$ cat config.mk
export PLATFORM = sky130hd
export DESIGN_NAME = yuyv_to_rgb565_vertical_scaler
export DESIGN_NICKNAME = d
export VERILOG_FILES = /design/src/hdl/yvs_pkg.sv /design/src/hdl/yvs_chroma.sv /design/src/hdl/yvs_pixel_lane.sv /design/src/hdl/yvs_row_ctrl.sv /design/src/hdl/yuyv_to_rgb565_vertical_scaler.sv
export SDC_FILE = /design/constraint.sdc
export NUM_CORES = 1
export LEC_CHECK = 0
export BUFFER_PORTS_ARGS = -buffer_cell sky130_fd_sc_hd__buf_2
export CORE_MARGIN = 2
export CORE_UTILIZATION = 57
export CTS_CLUSTER_SIZE = 8
export DETAILED_ROUTE_END_ITERATION = 10
export PLACE_DENSITY = 0.82
export SLEW_MARGIN = 5
export SYNTH_ARGS = -nofsm -noshare
export SYNTH_HDL_FRONTEND = slang
export SYNTH_HIERARCHICAL = 1
export SYNTH_SLANG_ARGS = --single-unit
$ cat constraint.sdc
create_clock -name clock -period 8.6 [get_ports clock]
set_input_delay 0.86 -clock clock [delete_from_list [all_inputs] [get_ports clock]]
set_output_delay 0.86 -clock clock [all_outputs]
set_load 0.05 [all_outputs]
$ cat src/hdl/yvs_pkg.sv
// Shared types and constants for the YUYV to RGB565 converter with vertical scaler.
// Holds the chroma coefficients, the chroma term bundle and the per-word control flags.
// No dependencies.
package yvs_pkg;

   localparam int CFG_W   = 12;
   localparam int CSR_IDX_W = 2;
   localparam int TERM_W  = 10;
   localparam int PROD_W  = 20;
   localparam int FRAC_W  = 10;

   localparam logic [CSR_IDX_W-1:0] REG_LINE_PIXELS = 2'd0;
   localparam logic [CSR_IDX_W-1:0] REG_SRC_LINES   = 2'd1;
   localparam logic [CSR_IDX_W-1:0] REG_DST_LINES   = 2'd2;

   localparam logic [CFG_W-1:0] RESET_LINE_PIXELS = 12'd800;
   localparam logic [CFG_W-1:0] RESET_SRC_LINES   = 12'd600;
   localparam logic [CFG_W-1:0] RESET_DST_LINES   = 12'd480;

   localparam logic signed [11:0] COEF_RV = 12'sd1436;
   localparam logic signed [11:0] COEF_GU = 12'sd352;
   localparam logic signed [11:0] COEF_GV = 12'sd731;
   localparam logic signed [11:0] COEF_BU = 12'sd1813;

   localparam logic signed [8:0] CHROMA_BIAS = 9'sd128;
   localparam logic signed [10:0] CHAN_MAX   = 11'sd255;

   typedef struct packed {
      logic signed [TERM_W-1:0] rv;
      logic signed [TERM_W-1:0] gu;
      logic signed [TERM_W-1:0] gv;
      logic signed [TERM_W-1:0] bu;
   } chroma_terms_type;

   typedef struct packed {
      logic kept;
      logic second_valid;
      logic line_last;
      logic frame_last;
   } row_ctrl_type;

endpackage

$ cat src/hdl/yvs_chroma.sv
// Chroma front end: removes the 128 offset from U and V and forms the four
// fixed-point chroma terms shared by both pixel lanes. Depends on yvs_pkg.
module yvs_chroma (
   input  logic [7:0]                 chroma_blue,
   input  logic [7:0]                 chroma_red,
   output yvs_pkg::chroma_terms_type  terms
);
   import yvs_pkg::*;

   logic signed [8:0]        cu;
   logic signed [8:0]        cv;
   logic signed [PROD_W-1:0] p_rv;
   logic signed [PROD_W-1:0] p_gu;
   logic signed [PROD_W-1:0] p_gv;
   logic signed [PROD_W-1:0] p_bu;

   assign cu = $signed({1'b0, chroma_blue}) - CHROMA_BIAS;
   assign cv = $signed({1'b0, chroma_red}) - CHROMA_BIAS;

   assign p_rv = PROD_W'(cv) * PROD_W'(COEF_RV);
   assign p_gu = PROD_W'(cu) * PROD_W'(COEF_GU);
   assign p_gv = PROD_W'(cv) * PROD_W'(COEF_GV);
   assign p_bu = PROD_W'(cu) * PROD_W'(COEF_BU);

   // Taking the upper bits of a two's complement product is a floor division by 1024.
   assign terms.rv = $signed(p_rv[PROD_W-1:FRAC_W]);
   assign terms.gu = $signed(p_gu[PROD_W-1:FRAC_W]);
   assign terms.gv = $signed(p_gv[PROD_W-1:FRAC_W]);
   assign terms.bu = $signed(p_bu[PROD_W-1:FRAC_W]);

endmodule

$ cat src/hdl/yvs_pixel_lane.sv
// One pixel lane: adds the chroma terms to a luma sample, clamps each channel
// to 0..255 and packs RGB565. Depends on yvs_pkg.
module yvs_pixel_lane (
   input  logic [7:0]                luma,
   input  yvs_pkg::chroma_terms_type terms,
   output logic [15:0]               rgb
);
   import yvs_pkg::*;

   logic signed [10:0] y_s;
   logic signed [10:0] r_s;
   logic signed [10:0] g_s;
   logic signed [10:0] b_s;
   logic [7:0]         r8;
   logic [7:0]         g8;
   logic [7:0]         b8;

   function automatic logic [7:0] clamp8(input logic signed [10:0] v);
      logic [7:0] res;
      if (v < 0) begin
         res = 8'd0;
      end else if (v > CHAN_MAX) begin
         res = 8'd255;
      end else begin
         res = v[7:0];
      end
      return res;
   endfunction

   assign y_s = $signed({3'b000, luma});
   assign r_s = y_s + 11'(terms.rv);
   assign g_s = y_s - 11'(terms.gu) - 11'(terms.gv);
   assign b_s = y_s + 11'(terms.bu);

   assign r8 = clamp8(r_s);
   assign g8 = clamp8(g_s);
   assign b8 = clamp8(b_s);

   assign rgb = {r8[7:3], g8[7:2], b8[7:3]};

endmodule

$ cat src/hdl/yvs_row_ctrl.sv
// Raster position tracking, configuration registers and the vertical
// nearest-neighbour row selection. Depends on yvs_pkg.
module yvs_row_ctrl #(
   parameter int MAX_LINE_PIXELS = 2048,
   parameter int MAX_LINES       = 2048
) (
   input  logic                           clock,
   input  logic                           reset,
   input  logic                           csr_valid,
   input  logic [yvs_pkg::CSR_IDX_W-1:0]  csr_index,
   input  logic [yvs_pkg::CFG_W-1:0]      csr_data,
   input  logic                           advance,
   output yvs_pkg::row_ctrl_type          ctrl
);
   import yvs_pkg::*;

   localparam int PW = $clog2(MAX_LINE_PIXELS + 1);
   localparam int LW = $clog2(MAX_LINES + 1);
   localparam int AW = 2 * LW + 1;

   logic [CFG_W-1:0] line_pixels_ff;
   logic [CFG_W-1:0] src_lines_ff;
   logic [CFG_W-1:0] dst_lines_ff;

   logic [PW-1:0] column_ff, column_in;
   logic [LW-1:0] src_row_ff, src_row_in;
   logic [LW-1:0] out_row_ff, out_row_in;
   // acc_ff tracks out_row * src, brd_ff tracks src_row * dst.
   logic [AW-1:0] acc_ff, acc_in;
   logic [AW-1:0] brd_ff, brd_in;

   logic [PW-1:0] width_eff;
   logic [PW-1:0] items;
   logic [LW-1:0] src_eff;
   logic [LW-1:0] dst_clamped;
   logic [LW-1:0] dst_eff;
   logic          at_end;
   logic          row_kept;
   logic          src_wrap;

   function automatic logic [PW-1:0] eff_pixels(input logic [CFG_W-1:0] v);
      logic [PW-1:0] res;
      if (v == '0) begin
         res = PW'(1);
      end else if (int'(v) > MAX_LINE_PIXELS) begin
         res = PW'(MAX_LINE_PIXELS);
      end else begin
         res = PW'(v);
      end
      return res;
   endfunction

   function automatic logic [LW-1:0] eff_lines(input logic [CFG_W-1:0] v);
      logic [LW-1:0] res;
      if (v == '0) begin
         res = LW'(1);
      end else if (int'(v) > MAX_LINES) begin
         res = LW'(MAX_LINES);
      end else begin
         res = LW'(v);
      end
      return res;
   endfunction

   assign width_eff   = eff_pixels(line_pixels_ff);
   assign items       = PW'(({1'b0, width_eff} + (PW+1)'(1)) >> 1);
   assign src_eff     = eff_lines(src_lines_ff);
   assign dst_clamped = eff_lines(dst_lines_ff);
   assign dst_eff     = (dst_clamped > src_eff) ? src_eff : dst_clamped;

   assign at_end   = ({1'b0, column_ff} + (PW+1)'(1)) >= {1'b0, items};
   // The current source row is the one the next output row maps to exactly when
   // out_row * src still falls below (src_row + 1) * dst.
   assign row_kept = (out_row_ff < dst_eff) && (acc_ff < brd_ff + AW'(dst_eff));
   assign src_wrap = ({1'b0, src_row_ff} + (LW+1)'(1)) >= {1'b0, src_eff};

   assign ctrl.kept         = row_kept;
   assign ctrl.second_valid = !(width_eff[0] && at_end);
   assign ctrl.line_last    = at_end;
   assign ctrl.frame_last   = at_end &&
                              (({1'b0, out_row_ff} + (LW+1)'(1)) == {1'b0, dst_eff});

   always_comb begin
      column_in  = column_ff;
      src_row_in = src_row_ff;
      out_row_in = out_row_ff;
      acc_in     = acc_ff;
      brd_in     = brd_ff;
      if (csr_valid) begin
         column_in  = '0;
         src_row_in = '0;
         out_row_in = '0;
         acc_in     = '0;
         brd_in     = '0;
      end else if (advance) begin
         if (at_end) begin
            column_in = '0;
            if (src_wrap) begin
               src_row_in = '0;
               out_row_in = '0;
               acc_in     = '0;
               brd_in     = '0;
            end else begin
               src_row_in = src_row_ff + LW'(1);
               brd_in     = brd_ff + AW'(dst_eff);
               if (row_kept) begin
                  out_row_in = out_row_ff + LW'(1);
                  acc_in     = acc_ff + AW'(src_eff);
               end
            end
         end else begin
            column_in = column_ff + PW'(1);
         end
      end
   end

   always_ff @(posedge clock) begin
      if (reset) begin
         line_pixels_ff <= RESET_LINE_PIXELS;
         src_lines_ff   <= RESET_SRC_LINES;
         dst_lines_ff   <= RESET_DST_LINES;
         column_ff      <= '0;
         src_row_ff     <= '0;
         out_row_ff     <= '0;
         acc_ff         <= '0;
         brd_ff         <= '0;
      end else begin
         if (csr_valid) begin
            unique case (csr_index)
               REG_LINE_PIXELS: line_pixels_ff <= csr_data;
               REG_SRC_LINES:   src_lines_ff   <= csr_data;
               REG_DST_LINES:   dst_lines_ff   <= csr_data;
               default: ;
            endcase
         end
         column_ff  <= column_in;
         src_row_ff <= src_row_in;
         out_row_ff <= out_row_in;
         acc_ff     <= acc_in;
         brd_ff     <= brd_in;
      end
   end

   a_out_row_bound: assert property (@(posedge clock) disable iff (reset)
      out_row_ff <= dst_eff)
      else $error("output row count exceeds the output line count");

   a_src_row_bound: assert property (@(posedge clock) disable iff (reset)
      src_row_ff < src_eff)
      else $error("source row beyond the source line count");

   a_acc_floor: assert property (@(posedge clock) disable iff (reset)
      acc_ff >= brd_ff)
      else $error("next kept row lies behind the current source row");

endmodule

$ cat src/hdl/yuyv_to_rgb565_vertical_scaler.sv
// Top level of the YUYV to RGB565 converter with nearest-neighbour vertical scaler.
// Instantiates yvs_row_ctrl, yvs_chroma and two yvs_pixel_lane lanes; uses yvs_pkg.
//
// The block takes one YUYV macro-pixel word per clock while rsp_tready does not hold the
// pipeline, and returns one RGB565 pixel-pair word for every input word that falls on a
// kept source row; words on dropped rows give nothing. A result is registered first in
// the chroma stage, which holds the chroma terms, then in the output register, which holds
// the packed pixels of both lanes.
// Both stages advance whenever the stage ahead is empty or drained, so req_tready follows
// rsp_tready through them and a stalled result does not block the input while the
// chroma stage is free. Configuration writes are always taken and restart the frame.
module yuyv_to_rgb565_vertical_scaler #(
   parameter int MAX_LINE_PIXELS = 2048,
   parameter int MAX_LINES       = 2048
) (
   input  logic                          clock,
   input  logic                          reset,
   input  logic                          req_tvalid,
   output logic                          req_tready,
   // luma_first, chroma_blue, luma_second, chroma_red (8 bits each, lowest first)
   input  logic [31:0]                   req_tdata,
   output logic                          rsp_tvalid,
   input  logic                          rsp_tready,
   // rgb_first [15:0], rgb_second [31:16]
   output logic [31:0]                   rsp_tdata,
   output logic                          rsp_tlast,
   // second_valid [0], frame_last [1]
   output logic [1:0]                    rsp_tuser,
   input  logic                          csr_valid,
   output logic                          csr_ready,
   input  logic [yvs_pkg::CSR_IDX_W-1:0] csr_index,
   input  logic [yvs_pkg::CFG_W-1:0]     csr_data
);
   import yvs_pkg::*;

   row_ctrl_type     ctrl;
   chroma_terms_type terms;
   logic             req_fire;
   logic             s1_en;
   logic             out_en;

   logic             s1_valid_ff;
   logic [7:0]       s1_luma0_ff;
   logic [7:0]       s1_luma1_ff;
   chroma_terms_type s1_terms_ff;
   row_ctrl_type     s1_ctrl_ff;

   logic [15:0]      lane_rgb0;
   logic [15:0]      lane_rgb1;

   logic             out_valid_ff;
   logic [31:0]      out_data_ff;
   logic             out_last_ff;
   logic [1:0]       out_user_ff;

   assign csr_ready  = 1'b1;
   assign out_en     = !out_valid_ff || rsp_tready;
   assign s1_en      = !s1_valid_ff || out_en;
   assign req_tready = s1_en;
   assign req_fire   = req_tvalid && req_tready;

   yvs_row_ctrl #(
      .MAX_LINE_PIXELS(MAX_LINE_PIXELS),
      .MAX_LINES      (MAX_LINES)
   ) u_row_ctrl (
      .clock    (clock),
      .reset    (reset),
      .csr_valid(csr_valid),
      .csr_index(csr_index),
      .csr_data (csr_data),
      .advance  (req_fire),
      .ctrl     (ctrl)
   );

   yvs_chroma u_chroma (
      .chroma_blue(req_tdata[15:8]),
      .chroma_red (req_tdata[31:24]),
      .terms      (terms)
   );

   yvs_pixel_lane u_lane0 (
      .luma (s1_luma0_ff),
      .terms(s1_terms_ff),
      .rgb  (lane_rgb0)
   );

   yvs_pixel_lane u_lane1 (
      .luma (s1_luma1_ff),
      .terms(s1_terms_ff),
      .rgb  (lane_rgb1)
   );

   always_ff @(posedge clock) begin
      if (reset) begin
         s1_valid_ff  <= 1'b0;
         out_valid_ff <= 1'b0;
      end else begin
         if (s1_en) begin
            s1_valid_ff <= req_fire && ctrl.kept;
         end
         if (out_en) begin
            out_valid_ff <= s1_valid_ff;
         end
      end
   end

   always_ff @(posedge clock) begin
      if (s1_en) begin
         s1_luma0_ff <= req_tdata[7:0];
         s1_luma1_ff <= req_tdata[23:16];
         s1_terms_ff <= terms;
         s1_ctrl_ff  <= ctrl;
      end
      // The merge stage joins both lanes and the row flags into one result word.
      if (out_en) begin
         out_data_ff <= {lane_rgb1, lane_rgb0};
         out_last_ff <= s1_ctrl_ff.line_last;
         out_user_ff <= {s1_ctrl_ff.frame_last, s1_ctrl_ff.second_valid};
      end
   end

   assign rsp_tvalid = out_valid_ff;
   assign rsp_tdata  = out_data_ff;
   assign rsp_tlast  = out_last_ff;
   assign rsp_tuser  = out_user_ff;

   a_frame_in_line: assert property (@(posedge clock) disable iff (reset)
      rsp_tvalid && rsp_tuser[1] |-> rsp_tlast)
      else $error("frame end marked on a word that does not end a line");

   a_second_at_end: assert property (@(posedge clock) disable iff (reset)
      rsp_tvalid && !rsp_tuser[0] |-> rsp_tlast)
      else $error("missing second pixel on a word that does not end a line");

endmodule
==> flow_metrics.tcl <==
set metrics [dict create \
    critPathLaunchType "flop" \
    synth_cell_types 95 \
    r2r-end "u_row_ctrl/out_row_ff[2]" \
    crit_required_ps 9000 \
    synth_edf_count 94 \
    slew_headroom_pct 25.6 \
    worstPathMaxFanout 24 \
    rows 69 \
    postCtsHoldBufs 0 \
    clk_pin_slew_ps 50 \
    via_per_inst 5.91 \
    nets 2750 \
    drive_above_1_share_pct 7.65 \
    syn_avg_cell_area_um2 9.13 \
    drt_wl_total_um 47300 \
    max_freq_mhz 134 \
    fin_cells 2762 \
    insertion_delay_ps 560 \
    drv_cap 0 \
    grt_pass1_vias 16300 \
    ant_nets 0 \
    finClkSkew_ps 16.0 \
    ys_seq_area_share_pct 26.2 \
    clock_path_buffers 3 \
    worst_slew_pin_slew_ps 1120 \
    clock-sinks 218 \
    coreArea_um2 35300 \
    cp-startpoint "u_row_ctrl/src_lines_ff[11]" \
    arrival_ps 7890 \
    portBuffers 87 \
    ys.flop_type "dfxtp_1" \
    power.leakage_nw 10.2 \
    synthTopCellsByArea "ha_1 21%, edfxtp_1 14%, dfxtp_1 12%" \
    numCtsBuffers 31 \
    final.setup.worst_slack_ps 1120 \
    finalHoldViolCount 0 \
    ys_ff_latch 218 \
    syn_area_um2 20200 \
    dieArea_um2 37000 \
    grt_pass1_wl_um 78300 \
    synthCells 2217 \
    area_delta_synth_final_pct 8.13 \
    htreeDepth 1 \
    powerDensity_nw_per_um2 268 \
    netlist.top_cell.by_area "ha_1" \
    fin_crit_ps 7480 \
    p_total_mw 5.87 \
    die_width_um 192 \
    dr.pass1.iters 5 \
    fin_tns_setup_ps 0 \
    setup_violations 0 \
    gp_congestion 0.896 \
    ctsResizeCount 0 \
    antenna_found_initial 0 \
    whs_ps 416 \
    synth_warnings 6 \
    hpwl_um 36800 \
    r2r_slack_ps 1120 \
    yosysTopAreaCellShare_pct 20.6 \
    antenna_cells 0 \
    fillers 2872 \
    wl_per_cell_um 17.1 \
    ff2ff_path_depth 26 \
    hp-class "reg2reg" \
    status "finished clean" \
    initial_core_util_pct 57.3 \
    grt_usage_pct 26.0 \
    pre_cts_slack_ps 1190 \
    cts_root_buf "clkbuf_16" \
    route.detailed.drc 0 \
    r2r-start "u_row_ctrl/src_lines_ff[11]" \
    fin_crit_sh_pct 87.0 \
    dr.first_iter.drc_count 1159 \
    slew_viol_final 0 \
    max-vdd-ir-drop_v 0.000287 \
    grt-ovfl-total 0 \
    rsz0062_at_grt "false" \
    fp.dieH_um 192 \
    syn-num-nets 2680 \
    cts_tree "done" \
    io_pins 89 \
    critical_path_class "reg2reg" \
    cts_setup_buffers 0 \
    dp.cells 2715 \
    synthArstFlopShare_pct 0 \
    grt_max_degree 63 \
    crit_path_end "u_row_ctrl/out_row_ff[2]" \
    via_count 16300 \
    end_kind "flop" \
]
[flip-flops by register name, indices dropped and copies added (netlist names), 12 cells and up]
signal,flops
u_row_ctrl/column_ff,12
u_row_ctrl/out_row_ff,12
s1_terms_ff,40
u_row_ctrl/src_lines_ff,12
u_row_ctrl/dst_lines_ff,12
u_row_ctrl/acc_ff,25
rsp_tdata,32
u_row_ctrl/src_row_ff,12
u_row_ctrl/brd_ff,25
u_row_ctrl/line_pixels_ff,12
[cell usage after synthesis, types with 21 or more instances]
cell type	number
a21o_1	60
a21oi_1	164
a22o_1	22
and3_1	22
clkbuf_1	40
dfxtp_1	124
edfxtp_1	94
fa_1	79
ha_1	333
inv_1	243
nand2_1	187
nand2b_1	21
nand3_1	52
nand3b_1	22
nand4_1	26
nor2_1	90
nor2b_1	31
nor3_1	23
o21a_1	37
o21ai_0	117
or3_1	24
xnor2_1	96
xor2_1	51
[per-layer routing]
metal,GRT usage [%],up-vias,part of all wire (%),wire [µm]
met3,3.47,132,5.1,2430
met1,32.1,7688,42,19800
li1,-,7996,-,-
met5,0,-,0,0
met4,11.2,0,4.5,2140
met2,45.5,505,49,23000
[report_power, final]
group,internal [mW],switching (mW),leakage (nW)
Combinational,1.31,1.98,7.83
Clock,0.659,0.440,0.410
Sequential,1.36,0.132,2.01
Total,3.33,2.55,10.2
[final cells by class]
type / instances / area (µm²) / area share [%]
Clock buffer: 46 / 842 / 3.85
Inverter: 245 / 922 / 4.21
Sequential cell: 218 / 5310 / 24.2
Timing Repair Buffer: 93 / 480 / 2.20
Tap cell: 461 / 577 / 2.64
Multi-Input combinational cell: 1698 / 13800 / 62.8
Clock inverter: 1 / 5.00 / 0.0229
[critical path: stages, from the launching register on]
cell	delay [ps]
dfxtp_1	360
inv_1	280
nand2_1	250
ha_1	370
nand4_1	160
a211o_1	350
a31oi_4	520
mux2i_2	450
inv_1	80
ha_1	340
a21oi_1	100
o21ai_0	330
a21o_1	200
a21oi_1	70
o21ai_1	500
nand2_1	220
nor2_1	190
xnor2_1	150
ha_1	260
a21o_1	150
a21oi_1	140
o21ai_0	120
a2111oi_2	550
a21oi_1	130
buf_4	220
nor2_1	610
o21ai_0	190
[how the worst min path moves through the flow]
stage                       start           end  depth (start not counted)
floorplan           s1_ctrl_ff[1]     rsp_tlast                          0
CTS                 s1_ctrl_ff[1]     rsp_tlast                          0
finish              s1_ctrl_ff[1]     rsp_tlast                          0
detailed placement  s1_ctrl_ff[1]     rsp_tlast                          0
global route        s1_ctrl_ff[1]     rsp_tlast                          0
global placement    s1_ctrl_ff[0]  rsp_tuser[1]                          0
[logic make-up (layout without fill, tap and decap cells)]
logic type      count (synthesis)  in the layout  synth area share, %
simple gates                  572            572                 14.4
buf+inv                       301            385                 5.84
mux                            15             15                0.773
fa+ha+maj                     412            412                 28.4
other cells                     2              2               0.0371
flops                         218            218                 26.2
compound gates                550            550                 18.0
xor+xnor                      147            147                 6.36
[per-stage QoR]
step	util, %	area, µm²
2_1_floorplan	-	20200
5_1_grt	62.0	21900
3_3_place_gp	59.6	21000
4_1_cts	62.0	21900
3_5_place_dp	59.6	21000
6_report	62.0	21900
[layout by cell type (no fill, tap or decap), drive strengths merged, types with 15 or more instances in the layout]
cell type / n
clkbuf: 46
xor2: 51
and3: 24
nand2b: 21
xnor2: 96
a31oi: 15
or3: 24
edfxtp: 94
nor2: 90
a22o: 22
nor2b: 31
o21ai: 123
o21a: 37
nand2: 187
a211oi: 18
ha: 333
nand4: 26
fa: 79
nor3: 25
inv: 244
nand3b: 22
a21o: 63
o211ai: 16
dfxtp: 124
buf: 93
a21oi: 165
nand3: 53
Note: power is estimated with default switching activity, not from simulation.
